## config.mk

```make
export PLATFORM = sky130hd
export DESIGN_NAME = csv_field_splitter
export DESIGN_NICKNAME = d
export VERILOG_FILES = /design/src/rtl/csvfs_pkg.sv /design/src/rtl/csvfs_ctrl.sv /design/src/rtl/csvfs_dp.sv /design/src/rtl/csv_field_splitter.sv
export SDC_FILE = /design/constraint.sdc
export NUM_CORES = 1
export LEC_CHECK = 0
export BUFFER_PORTS_ARGS = -buffer_cell sky130_fd_sc_hd__buf_2
export CAP_MARGIN = 40
export CORE_AREA = 2 2 409 452
export DETAILED_ROUTE_END_ITERATION = 8
export DIE_AREA = 0 0 411 454
export HOLD_SLACK_MARGIN = 0.03
export PLACE_DENSITY = 0.37
export SETUP_SLACK_MARGIN = 0.2
export SLEW_MARGIN = 20
export SYNTH_ARGS = -nofsm -noshare
export SYNTH_HDL_FRONTEND = slang
export SYNTH_SLANG_ARGS = --single-unit
export TNS_END_PERCENT = 20
```

## constraint.sdc

```tcl
create_clock -name clock -period 8.75 [get_ports clock]
set_input_delay 0.4375 -clock clock [delete_from_list [all_inputs] [get_ports clock]]
set_output_delay 0.4375 -clock clock [all_outputs]
set_load 0.005 [all_outputs]
```

## src/rtl/csvfs_pkg.sv

```systemverilog
package csvfs_pkg;

   // Default value buffer depth
   localparam int DEFAULT_MAX_VALUE_CHARS = 64;

   // Configuration register indexes
   localparam int CSR_IDX_W = 2;
   localparam logic [CSR_IDX_W-1:0] REG_SEPARATOR = 2'd0;
   localparam logic [CSR_IDX_W-1:0] REG_QUOTE     = 2'd1;
   localparam logic [CSR_IDX_W-1:0] REG_TRIM      = 2'd2;

   // Register reset values
   localparam logic [15:0] SEPARATOR_RESET = 16'd44;
   localparam logic [15:0] QUOTE_RESET     = 16'd34;
   localparam logic        TRIM_RESET      = 1'b1;

   // Character stored for an end of line inside quotes, and the NUL character
   localparam logic [15:0] NEWLINE_CHAR = 16'h000A;
   localparam logic [15:0] NUL_CHAR     = 16'h0000;

   typedef enum logic [1:0] {
      ST_IDLE,
      ST_READ,
      ST_LOAD
   } csvfs_state_type;

   // Controller to datapath
   typedef struct packed {
      logic take_item;   // input transaction accepted this cycle
      logic read_char;   // read buffer at the emit index
      logic load_out;    // load output register with the current result
   } csvfs_cmd_type;

   // Datapath to controller
   typedef struct packed {
      logic item_closes; // offered item closes the value
      logic slot_free;   // output register free or draining this cycle
      logic at_last;     // current result is the last of the value
   } csvfs_status_type;

   // Unicode whitespace set used for trimming
   function automatic logic is_space(input logic [15:0] c);
      logic res;
      res = ((c >= 16'h0009) && (c <= 16'h000D)) ||
            (c == 16'h0020) || (c == 16'h0085) || (c == 16'h00A0) ||
            (c == 16'h1680) ||
            ((c >= 16'h2000) && (c <= 16'h200A)) ||
            (c == 16'h2028) || (c == 16'h2029) || (c == 16'h202F) ||
            (c == 16'h205F) || (c == 16'h3000);
      return res;
   endfunction

endpackage

```

## src/rtl/csvfs_ctrl.sv

```systemverilog
module csvfs_ctrl import csvfs_pkg::*; (
   input  logic             clock,
   input  logic             reset,
   input  logic             req_valid,
   input  csvfs_status_type status,
   output logic             req_ready,
   output csvfs_cmd_type    cmd
);

   csvfs_state_type state_ff;
   csvfs_state_type state_in;

   // State register
   always_ff @(posedge clock) begin
      if (reset) begin
         state_ff <= ST_IDLE;
      end else begin
         state_ff <= state_in;
      end
   end

   // Next state and commands
   always_comb begin
      state_in      = state_ff;
      req_ready     = 1'b0;
      cmd.take_item = 1'b0;
      cmd.read_char = 1'b0;
      cmd.load_out  = 1'b0;
      unique case (state_ff)
         ST_IDLE: begin
            req_ready = 1'b1;
            if (req_valid) begin
               cmd.take_item = 1'b1;
               if (status.item_closes) state_in = ST_READ;
            end
         end
         ST_READ: begin
            cmd.read_char = 1'b1;
            state_in      = ST_LOAD;
         end
         ST_LOAD: begin
            if (status.slot_free) begin
               cmd.load_out = 1'b1;
               state_in     = status.at_last ? ST_IDLE : ST_READ;
            end
         end
         default: state_in = ST_IDLE;
      endcase
   end

endmodule

```

## src/rtl/csvfs_dp.sv

```systemverilog
module csvfs_dp import csvfs_pkg::*; #(
   parameter int MAX_VALUE_CHARS = DEFAULT_MAX_VALUE_CHARS
) (
   input  logic                 clock,
   input  logic                 reset,
   // configuration
   input  logic                 csr_we,
   input  logic [CSR_IDX_W-1:0] csr_index,
   input  logic [15:0]          csr_wdata,
   // input payload
   input  logic                 req_cmd,
   input  logic [15:0]          req_char,
   // result channel
   input  logic                 rsp_tready,
   output logic                 rsp_valid,
   output logic [15:0]          rsp_char,
   output logic                 rsp_char_valid,
   output logic                 rsp_value_end,
   output logic                 rsp_record_end,
   output logic                 rsp_overflow,
   // controller link
   input  csvfs_cmd_type        cmd,
   output csvfs_status_type     status
);

   localparam int IDX_W = $clog2(MAX_VALUE_CHARS);
   localparam int CNT_W = $clog2(MAX_VALUE_CHARS + 1);
   localparam logic [CNT_W-1:0] MAX_CNT = CNT_W'(MAX_VALUE_CHARS);

   // configuration registers
   logic [15:0] sep_ff,   sep_in;
   logic [15:0] quote_ff, quote_in;
   logic        trim_ff,  trim_in;

   // parse state
   logic             quoted_ff,     quoted_in;
   logic             was_quoted_ff, was_quoted_in;
   logic [15:0]      prev_ff,       prev_in;
   logic [CNT_W-1:0] len_ff,        len_in;
   logic [IDX_W-1:0] first_ff,      first_in;
   logic [IDX_W-1:0] last_ff,       last_in;
   logic             seen_ff,       seen_in;
   logic             ovf_ff,        ovf_in;

   // emit state
   logic [CNT_W-1:0] idx_ff,   idx_in;
   logic [CNT_W-1:0] end_ff,   end_in;
   logic             empty_ff, empty_in;
   logic             rec_ff,   rec_in;

   // value buffer and its read register
   logic [15:0] store_ff [MAX_VALUE_CHARS];
   logic [15:0] rd_data_ff;

   // output register
   logic        rsp_valid_ff, rsp_valid_in;
   logic [15:0] rsp_char_ff;
   logic        rsp_cvalid_ff;
   logic        rsp_vend_ff;
   logic        rsp_rend_ff;
   logic        rsp_ovf_ff;

   // item decode
   logic             hit_quote;
   logic             hit_sep;
   logic             closes;
   logic             store_req;
   logic [15:0]      store_char;
   logic             full;
   logic             do_write;
   logic [CNT_W-1:0] trim_start;
   logic [CNT_W-1:0] trim_stop;
   logic             trim_empty;
   logic             at_last;

   assign hit_quote  = !req_cmd && (req_char == quote_ff);
   assign hit_sep    = !req_cmd && !hit_quote && (req_char == sep_ff) && !quoted_ff;
   assign closes     = (req_cmd && !quoted_ff) || hit_sep;
   assign store_req  = (req_cmd && quoted_ff) ||
                       (hit_quote && !quoted_ff && (prev_ff == quote_ff)) ||
                       (!req_cmd && !hit_quote && !hit_sep);
   assign store_char = req_cmd ? NEWLINE_CHAR : req_char;
   assign full       = (len_ff >= MAX_CNT);
   assign do_write   = cmd.take_item && store_req && !full;

   // Bounds of the value to emit, trimmed when enabled and the value was not quoted
   always_comb begin
      trim_start = '0;
      trim_stop  = len_ff;
      if (trim_ff && !was_quoted_ff) begin
         if (seen_ff) begin
            trim_start = CNT_W'(first_ff);
            trim_stop  = CNT_W'(last_ff) + CNT_W'(1);
         end else begin
            trim_stop = '0;
         end
      end
      trim_empty = (trim_start >= trim_stop);
   end

   assign at_last = empty_ff || ((idx_ff + CNT_W'(1)) == end_ff);

   assign status.item_closes = closes;
   assign status.slot_free   = !rsp_valid_ff || rsp_tready;
   assign status.at_last     = at_last;

   // Configuration writes
   always_comb begin
      sep_in   = sep_ff;
      quote_in = quote_ff;
      trim_in  = trim_ff;
      if (csr_we) begin
         unique case (csr_index)
            REG_SEPARATOR: sep_in   = csr_wdata;
            REG_QUOTE:     quote_in = csr_wdata;
            REG_TRIM:      trim_in  = csr_wdata[0];
            default: ;
         endcase
      end
   end

   // Parse and emit state update
   always_comb begin
      quoted_in     = quoted_ff;
      was_quoted_in = was_quoted_ff;
      prev_in       = prev_ff;
      len_in        = len_ff;
      first_in      = first_ff;
      last_in       = last_ff;
      seen_in       = seen_ff;
      ovf_in        = ovf_ff;
      idx_in        = idx_ff;
      end_in        = end_ff;
      empty_in      = empty_ff;
      rec_in        = rec_ff;

      if (cmd.take_item) begin
         // mode and previous character
         if (req_cmd) begin
            if (!quoted_ff) prev_in = NUL_CHAR;
         end else if (hit_quote) begin
            was_quoted_in = 1'b1;
            quoted_in     = !quoted_ff;
            prev_in       = req_char;
         end else begin
            prev_in = req_char;
         end

         // buffer bookkeeping
         if (store_req) begin
            if (full) begin
               ovf_in = 1'b1;
            end else begin
               if (!is_space(store_char)) begin
                  if (!seen_ff) first_in = len_ff[IDX_W-1:0];
                  last_in = len_ff[IDX_W-1:0];
                  seen_in = 1'b1;
               end
               len_in = len_ff + CNT_W'(1);
            end
         end

         // latch emit bounds when the value closes
         if (closes) begin
            idx_in   = trim_start;
            end_in   = trim_stop;
            empty_in = trim_empty;
            rec_in   = req_cmd;
         end
      end

      if (cmd.load_out) begin
         if (at_last) begin
            len_in        = '0;
            first_in      = '0;
            last_in       = '0;
            seen_in       = 1'b0;
            ovf_in        = 1'b0;
            was_quoted_in = 1'b0;
         end else begin
            idx_in = idx_ff + CNT_W'(1);
         end
      end
   end

   // Output valid: set on load, cleared when taken
   always_comb begin
      rsp_valid_in = rsp_valid_ff;
      if (cmd.load_out) begin
         rsp_valid_in = 1'b1;
      end else if (rsp_tready) begin
         rsp_valid_in = 1'b0;
      end
   end

   // Control registers
   always_ff @(posedge clock) begin
      if (reset) begin
         sep_ff        <= SEPARATOR_RESET;
         quote_ff      <= QUOTE_RESET;
         trim_ff       <= TRIM_RESET;
         quoted_ff     <= 1'b0;
         was_quoted_ff <= 1'b0;
         prev_ff       <= NUL_CHAR;
         len_ff        <= '0;
         first_ff      <= '0;
         last_ff       <= '0;
         seen_ff       <= 1'b0;
         ovf_ff        <= 1'b0;
         idx_ff        <= '0;
         end_ff        <= '0;
         empty_ff      <= 1'b0;
         rec_ff        <= 1'b0;
         rsp_valid_ff  <= 1'b0;
      end else begin
         sep_ff        <= sep_in;
         quote_ff      <= quote_in;
         trim_ff       <= trim_in;
         quoted_ff     <= quoted_in;
         was_quoted_ff <= was_quoted_in;
         prev_ff       <= prev_in;
         len_ff        <= len_in;
         first_ff      <= first_in;
         last_ff       <= last_in;
         seen_ff       <= seen_in;
         ovf_ff        <= ovf_in;
         idx_ff        <= idx_in;
         end_ff        <= end_in;
         empty_ff      <= empty_in;
         rec_ff        <= rec_in;
         rsp_valid_ff  <= rsp_valid_in;
      end
   end

   // Value buffer: one write port, one registered read port
   always_ff @(posedge clock) begin
      if (do_write) begin
         store_ff[len_ff[IDX_W-1:0]] <= store_char;
      end
      if (cmd.read_char) begin
         rd_data_ff <= store_ff[idx_ff[IDX_W-1:0]];
      end
   end

   // Output payload register
   always_ff @(posedge clock) begin
      if (cmd.load_out) begin
         rsp_char_ff   <= empty_ff ? NUL_CHAR : rd_data_ff;
         rsp_cvalid_ff <= !empty_ff;
         rsp_vend_ff   <= at_last;
         rsp_rend_ff   <= at_last && rec_ff;
         rsp_ovf_ff    <= ovf_ff;
      end
   end

   assign rsp_valid      = rsp_valid_ff;
   assign rsp_char       = rsp_char_ff;
   assign rsp_char_valid = rsp_cvalid_ff;
   assign rsp_value_end  = rsp_vend_ff;
   assign rsp_record_end = rsp_rend_ff;
   assign rsp_overflow   = rsp_ovf_ff;

endmodule

```

## src/rtl/csv_field_splitter.sv

```systemverilog
// Splits a stream of 16-bit characters into delimited values. A character or
// an end-of-line transaction that does not close a value is taken and the
// block stays ready for the next one. A separator outside quotes, or an end
// of line outside quotes, closes the value; the block then stops taking input
// and emits the buffered value one character per result, each result being a
// registered read of the value buffer, then a load of the output register that
// waits while that register is full and not taken; an empty value gives one
// result. The output register lets the next input transaction be taken while
// the final result of a value still waits for rsp_tready. Values longer than
// MAX_VALUE_CHARS keep their first characters and are flagged as overflowed on every result.
module csv_field_splitter import csvfs_pkg::*; #(
   parameter int MAX_VALUE_CHARS = DEFAULT_MAX_VALUE_CHARS
) (
   input  logic                 clock,
   input  logic                 reset,
   // configuration write port
   input  logic                 csr_we,
   input  logic [CSR_IDX_W-1:0] csr_index,
   input  logic [15:0]          csr_wdata,
   // input stream
   input  logic                 req_tvalid,
   output logic                 req_tready,
   input  logic [15:0]          req_tdata,  // [15:0] char_in
   input  logic                 req_tuser,  // [0] cmd
   // result stream
   output logic                 rsp_tvalid,
   input  logic                 rsp_tready,
   output logic [15:0]          rsp_tdata,  // [15:0] char_out
   output logic                 rsp_tlast,  // value_end
   output logic [2:0]           rsp_tuser   // [0] char_valid, [1] record_end,
                                            // [2] value_overflow
);

   csvfs_cmd_type    cmd;
   csvfs_status_type status;

   csvfs_ctrl u_ctrl (
      .clock     (clock),
      .reset     (reset),
      .req_valid (req_tvalid),
      .status    (status),
      .req_ready (req_tready),
      .cmd       (cmd)
   );

   csvfs_dp #(
      .MAX_VALUE_CHARS (MAX_VALUE_CHARS)
   ) u_dp (
      .clock          (clock),
      .reset          (reset),
      .csr_we         (csr_we),
      .csr_index      (csr_index),
      .csr_wdata      (csr_wdata),
      .req_cmd        (req_tuser),
      .req_char       (req_tdata),
      .rsp_tready     (rsp_tready),
      .rsp_valid      (rsp_tvalid),
      .rsp_char       (rsp_tdata),
      .rsp_char_valid (rsp_tuser[0]),
      .rsp_value_end  (rsp_tlast),
      .rsp_record_end (rsp_tuser[1]),
      .rsp_overflow   (rsp_tuser[2]),
      .cmd            (cmd),
      .status         (status)
   );

endmodule

```

==> run_results.csv <==
group,metric,value,unit
worst_setup_path,required,9210,ps
final_layout,fin_area,0.0544,mm²
synth,yosysTopAreaCell,"edfxtp_1",
min_path,hold_end,"u_ctrl.state_ff[0]",
clocking,numCtsBuffers,131,
route,first_pass_iters,5,
sta,fin_crit,4090,ps
job,maxCapViolCount,0,
worst_setup_path,cp-end-kind,"flip-flop",
synth,synth_edf_count,1060,
die,start_util,24.8,%
global_routing,track_usage,14.2,%
route,routed_via_density,4.50,
sta,rsz0062_at_grt,"no",
global_routing,use_met3,2.78,%
placement,port-buffer-count,61,
worst_setup_path,path_max_fanout,27,
clocking,postCtsResizedCells,0,
placement,dpl_cell_area,0.0497,mm²
final_layout,area_growth,20.2,%
clocking,cts_root_buffer,"clkbuf_16",
synth,syn_nets,2259,
worst_setup_path,arrival,4550,ps
clocking,clkTransAtPathRegs,60,ps
final_layout,layout_common_cells,"edfxtp_1, mux4_2, clkbuf_16",
worst_setup_path,critPathKind,"flip-flop to flip-flop",
route,vias,22225,
global_routing,grt_pass1_wl,185000,µm
final_layout,final_common_cell,"edfxtp_1",
route,dr.first_iter.drc_count,1955,
global_routing,top_usage_layer,"met2",
sta,max_freq,245,MHz
worst_setup_path,reg2reg_depth,9,
placement,hpwl,86500,µm
die,die_x,411,µm
synth,ys_seq_area_share,74.4,%
final_layout,drive_gt1_share,32.1,%
synth,async_flop_share,0,%
synth,synth_flop_cell,"edfxtp_1",
die,core,0.183,mm²
sta,drv_slew,0,
synth,synth_top_area_share,70.4,%
synth,synthTopCellsByArea,"edfxtp_1, mux4_2, dfxtp_1",
sta,slew_headroom,28.4,%
synth,ys.warnings.count,0,
die,ios,62,
global_routing,gr-usage-met2,23.4,%
min_path,hp-start,"req_tvalid",
clocking,cts_tree,"done",
clocking,cts_sinks,1151,
power_and_ir_drop,p_leak,16.7,nW
sta,finalSetupViolations,0,
placement,dp.cells,4667,
synth,syn_inst,2209,
placement,finalWeightedCongestion,0.738,
min_path,hp-class,"input port to flip-flop",
global_routing,antenna_found_initial,24,
clocking,clk_latency,760,ps
die,die_h,454,µm
run_status,status,"complete, no violations",
sta,period_share,46.7,%
clocking,htreeDepth,4,
die,rows,165,
worst_setup_path,r2r_start,"u_ctrl.state_ff[1]",
route,postRouteAntennaNets,0,
worst_setup_path,regToRegSetupSlack,4660,ps
sta,fin_hold_ws,113,ps
global_routing,grt_use_met1,18.7,%
clocking,hold_buffers,24,
global_routing,grt_pass1_vias,23504,
worst_setup_path,r2r_end,"u_dp.store_ff[60][11]",
route,wl_per_cell,26.8,µm
synth,ys_types,64,
worst_setup_path,start_kind,"flip-flop",
sta,fin_tns_setup,0,ps
global_routing,grt_max_degree,105,
power_and_ir_drop,p_per_area,219,mW/mm²
power_and_ir_drop,peakVddDrop,0.142,mV
sta,finClkSkew,21.5,ps
synth,synthesis.area,0.0452,mm²
route,drc_errors,0,
sta,finalHoldViolCount,0,
power_and_ir_drop,p_total,11.9,mW
final_layout,nets,2464,
clocking,postCtsSetupRepairBufs,0,
global_routing,grt_overflow,0,
sta,worstMarginPinSlew,1070,ps
synth,ys_ff_latch,1151,
min_path,worstHoldPathCells,4,
clocking,ctsLongestPathBuffers,3,
die,dieArea,0.187,mm²
synth,synth.avg_cell_area,20.5,µm²
route,wl,133000,µm
final_layout,stdcell_count,4943,
-- how the worst max path moves through the flow --
stage / startpoint / endpoint / slack (ps) / cells past startpoint
after global routing: u_ctrl.state_ff[1] / u_dp.store_ff[38][4] / 4450 / 9
after floorplan: req_tuser / u_dp.first_ff[0] / 5120 / 9
final: u_ctrl.state_ff[1] / u_dp.store_ff[60][11] / 4660 / 9
after global placement: req_tdata[1] / u_dp.store_ff[57][14] / 4020 / 8
after CTS: u_ctrl.state_ff[1] / u_dp.store_ff[53][11] / 4590 / 9
after detailed placement: req_tdata[0] / u_dp.store_ff[53][9] / 4450 / 10
-- metrics by stage --
step | util (%) | setup slack [ps]
CTS | 29.7 | 4590
floorplan | - | 5120
detailed placement | 27.2 | 4450
global placement | 26.7 | 4020
finish | 29.8 | 4660
global route | 29.8 | 4450
-- cells in the mapped netlist (2+ instances only) --
library cell and n:
o211ai_1 7, nor2_1 127, edfxtp_1 1060, ha_1 10
a41oi_1 2, buf_6 4, mux4_2 336, buf_4 5
nand2_1 95, or4_1 10, nand3b_1 11, and3_1 13
nand3_1 15, o21ai_0 16, nor3b_1 2, or3_1 4
a22oi_1 19, nor4_1 9, or2_2 8, a221o_1 3
nor3_1 12, buf_2 34, inv_1 11, a31oi_1 5
nand4_1 7, a21o_1 6, xor2_1 30, o31ai_1 3
a211oi_1 7, a21oi_1 42, xnor2_1 30, and2_1 3
dfxtp_1 91, mux2i_1 10, a32oi_1 3, nand2b_1 5
nor2b_1 35, clkbuf_1 86, or3b_2 2, buf_1 7
-- metal layers --
layer | share of wire, % | vias to the layer above
met3 | 5.2 | 184
met4 | 3.0 | 6
met1 | 43 | 11934
li1 | - | 9491
met5 | 0.027 | -
met2 | 49 | 610
-- cell type report --
class,count,area [µm²]
tap,2421,3030
inverter,12,47.5
clock inverter,76,698
multi-input combinational,910,11200
timing repair buffer,208,2140
fill,17748,128000
antenna,5,12.5
clock buffer,160,3520
sequential,1151,33700
-- flip-flops by register name, summed over array words and instances (netlist names), 2 cells and up --
register / flops
u_dp.rsp_char: 16
u_dp.idx_ff: 7
u_ctrl.state_ff: 2
u_dp.rd_data_ff: 16
u_dp.quote_ff: 16
u_dp.sep_ff: 16
u_dp.prev_ff: 16
u_dp.last_ff: 6
u_dp.len_ff: 7
u_dp.store_ff: 1024
u_dp.end_ff: 7
u_dp.first_ff: 6
-- logic make-up after synthesis --
family                   after synthesis  synth area share, %
multiplexers                         347                 17.0
XOR/XNOR                              60                 1.16
adder cells (fa/ha/maj)               10                0.277
AND/OR/NAND/NOR                      366                 3.91
flip-flops                          1151                 74.4
AO/OA/AOI/OAI                        127                 1.87
buffers and inverters                148                 1.43
-- worst max-delay path, stage by stage, from the launching register on --
cell and delay (ps):
dfxtp_1 390, or3b_4 470, nor2_4 430, and3_1 240, nand3_1 110, a31o_4 370, or4_1 720, buf_16 280
nor2_2 460, buf_4 290
-- power breakdown --
group / switching, mW / internal (mW)
Combinational: 0.269 / 0.150
Sequential: 0.0208 / 6.03
Clock: 2.24 / 3.19
Total: 2.53 / 9.37
(Power assumes the default switching activity.)
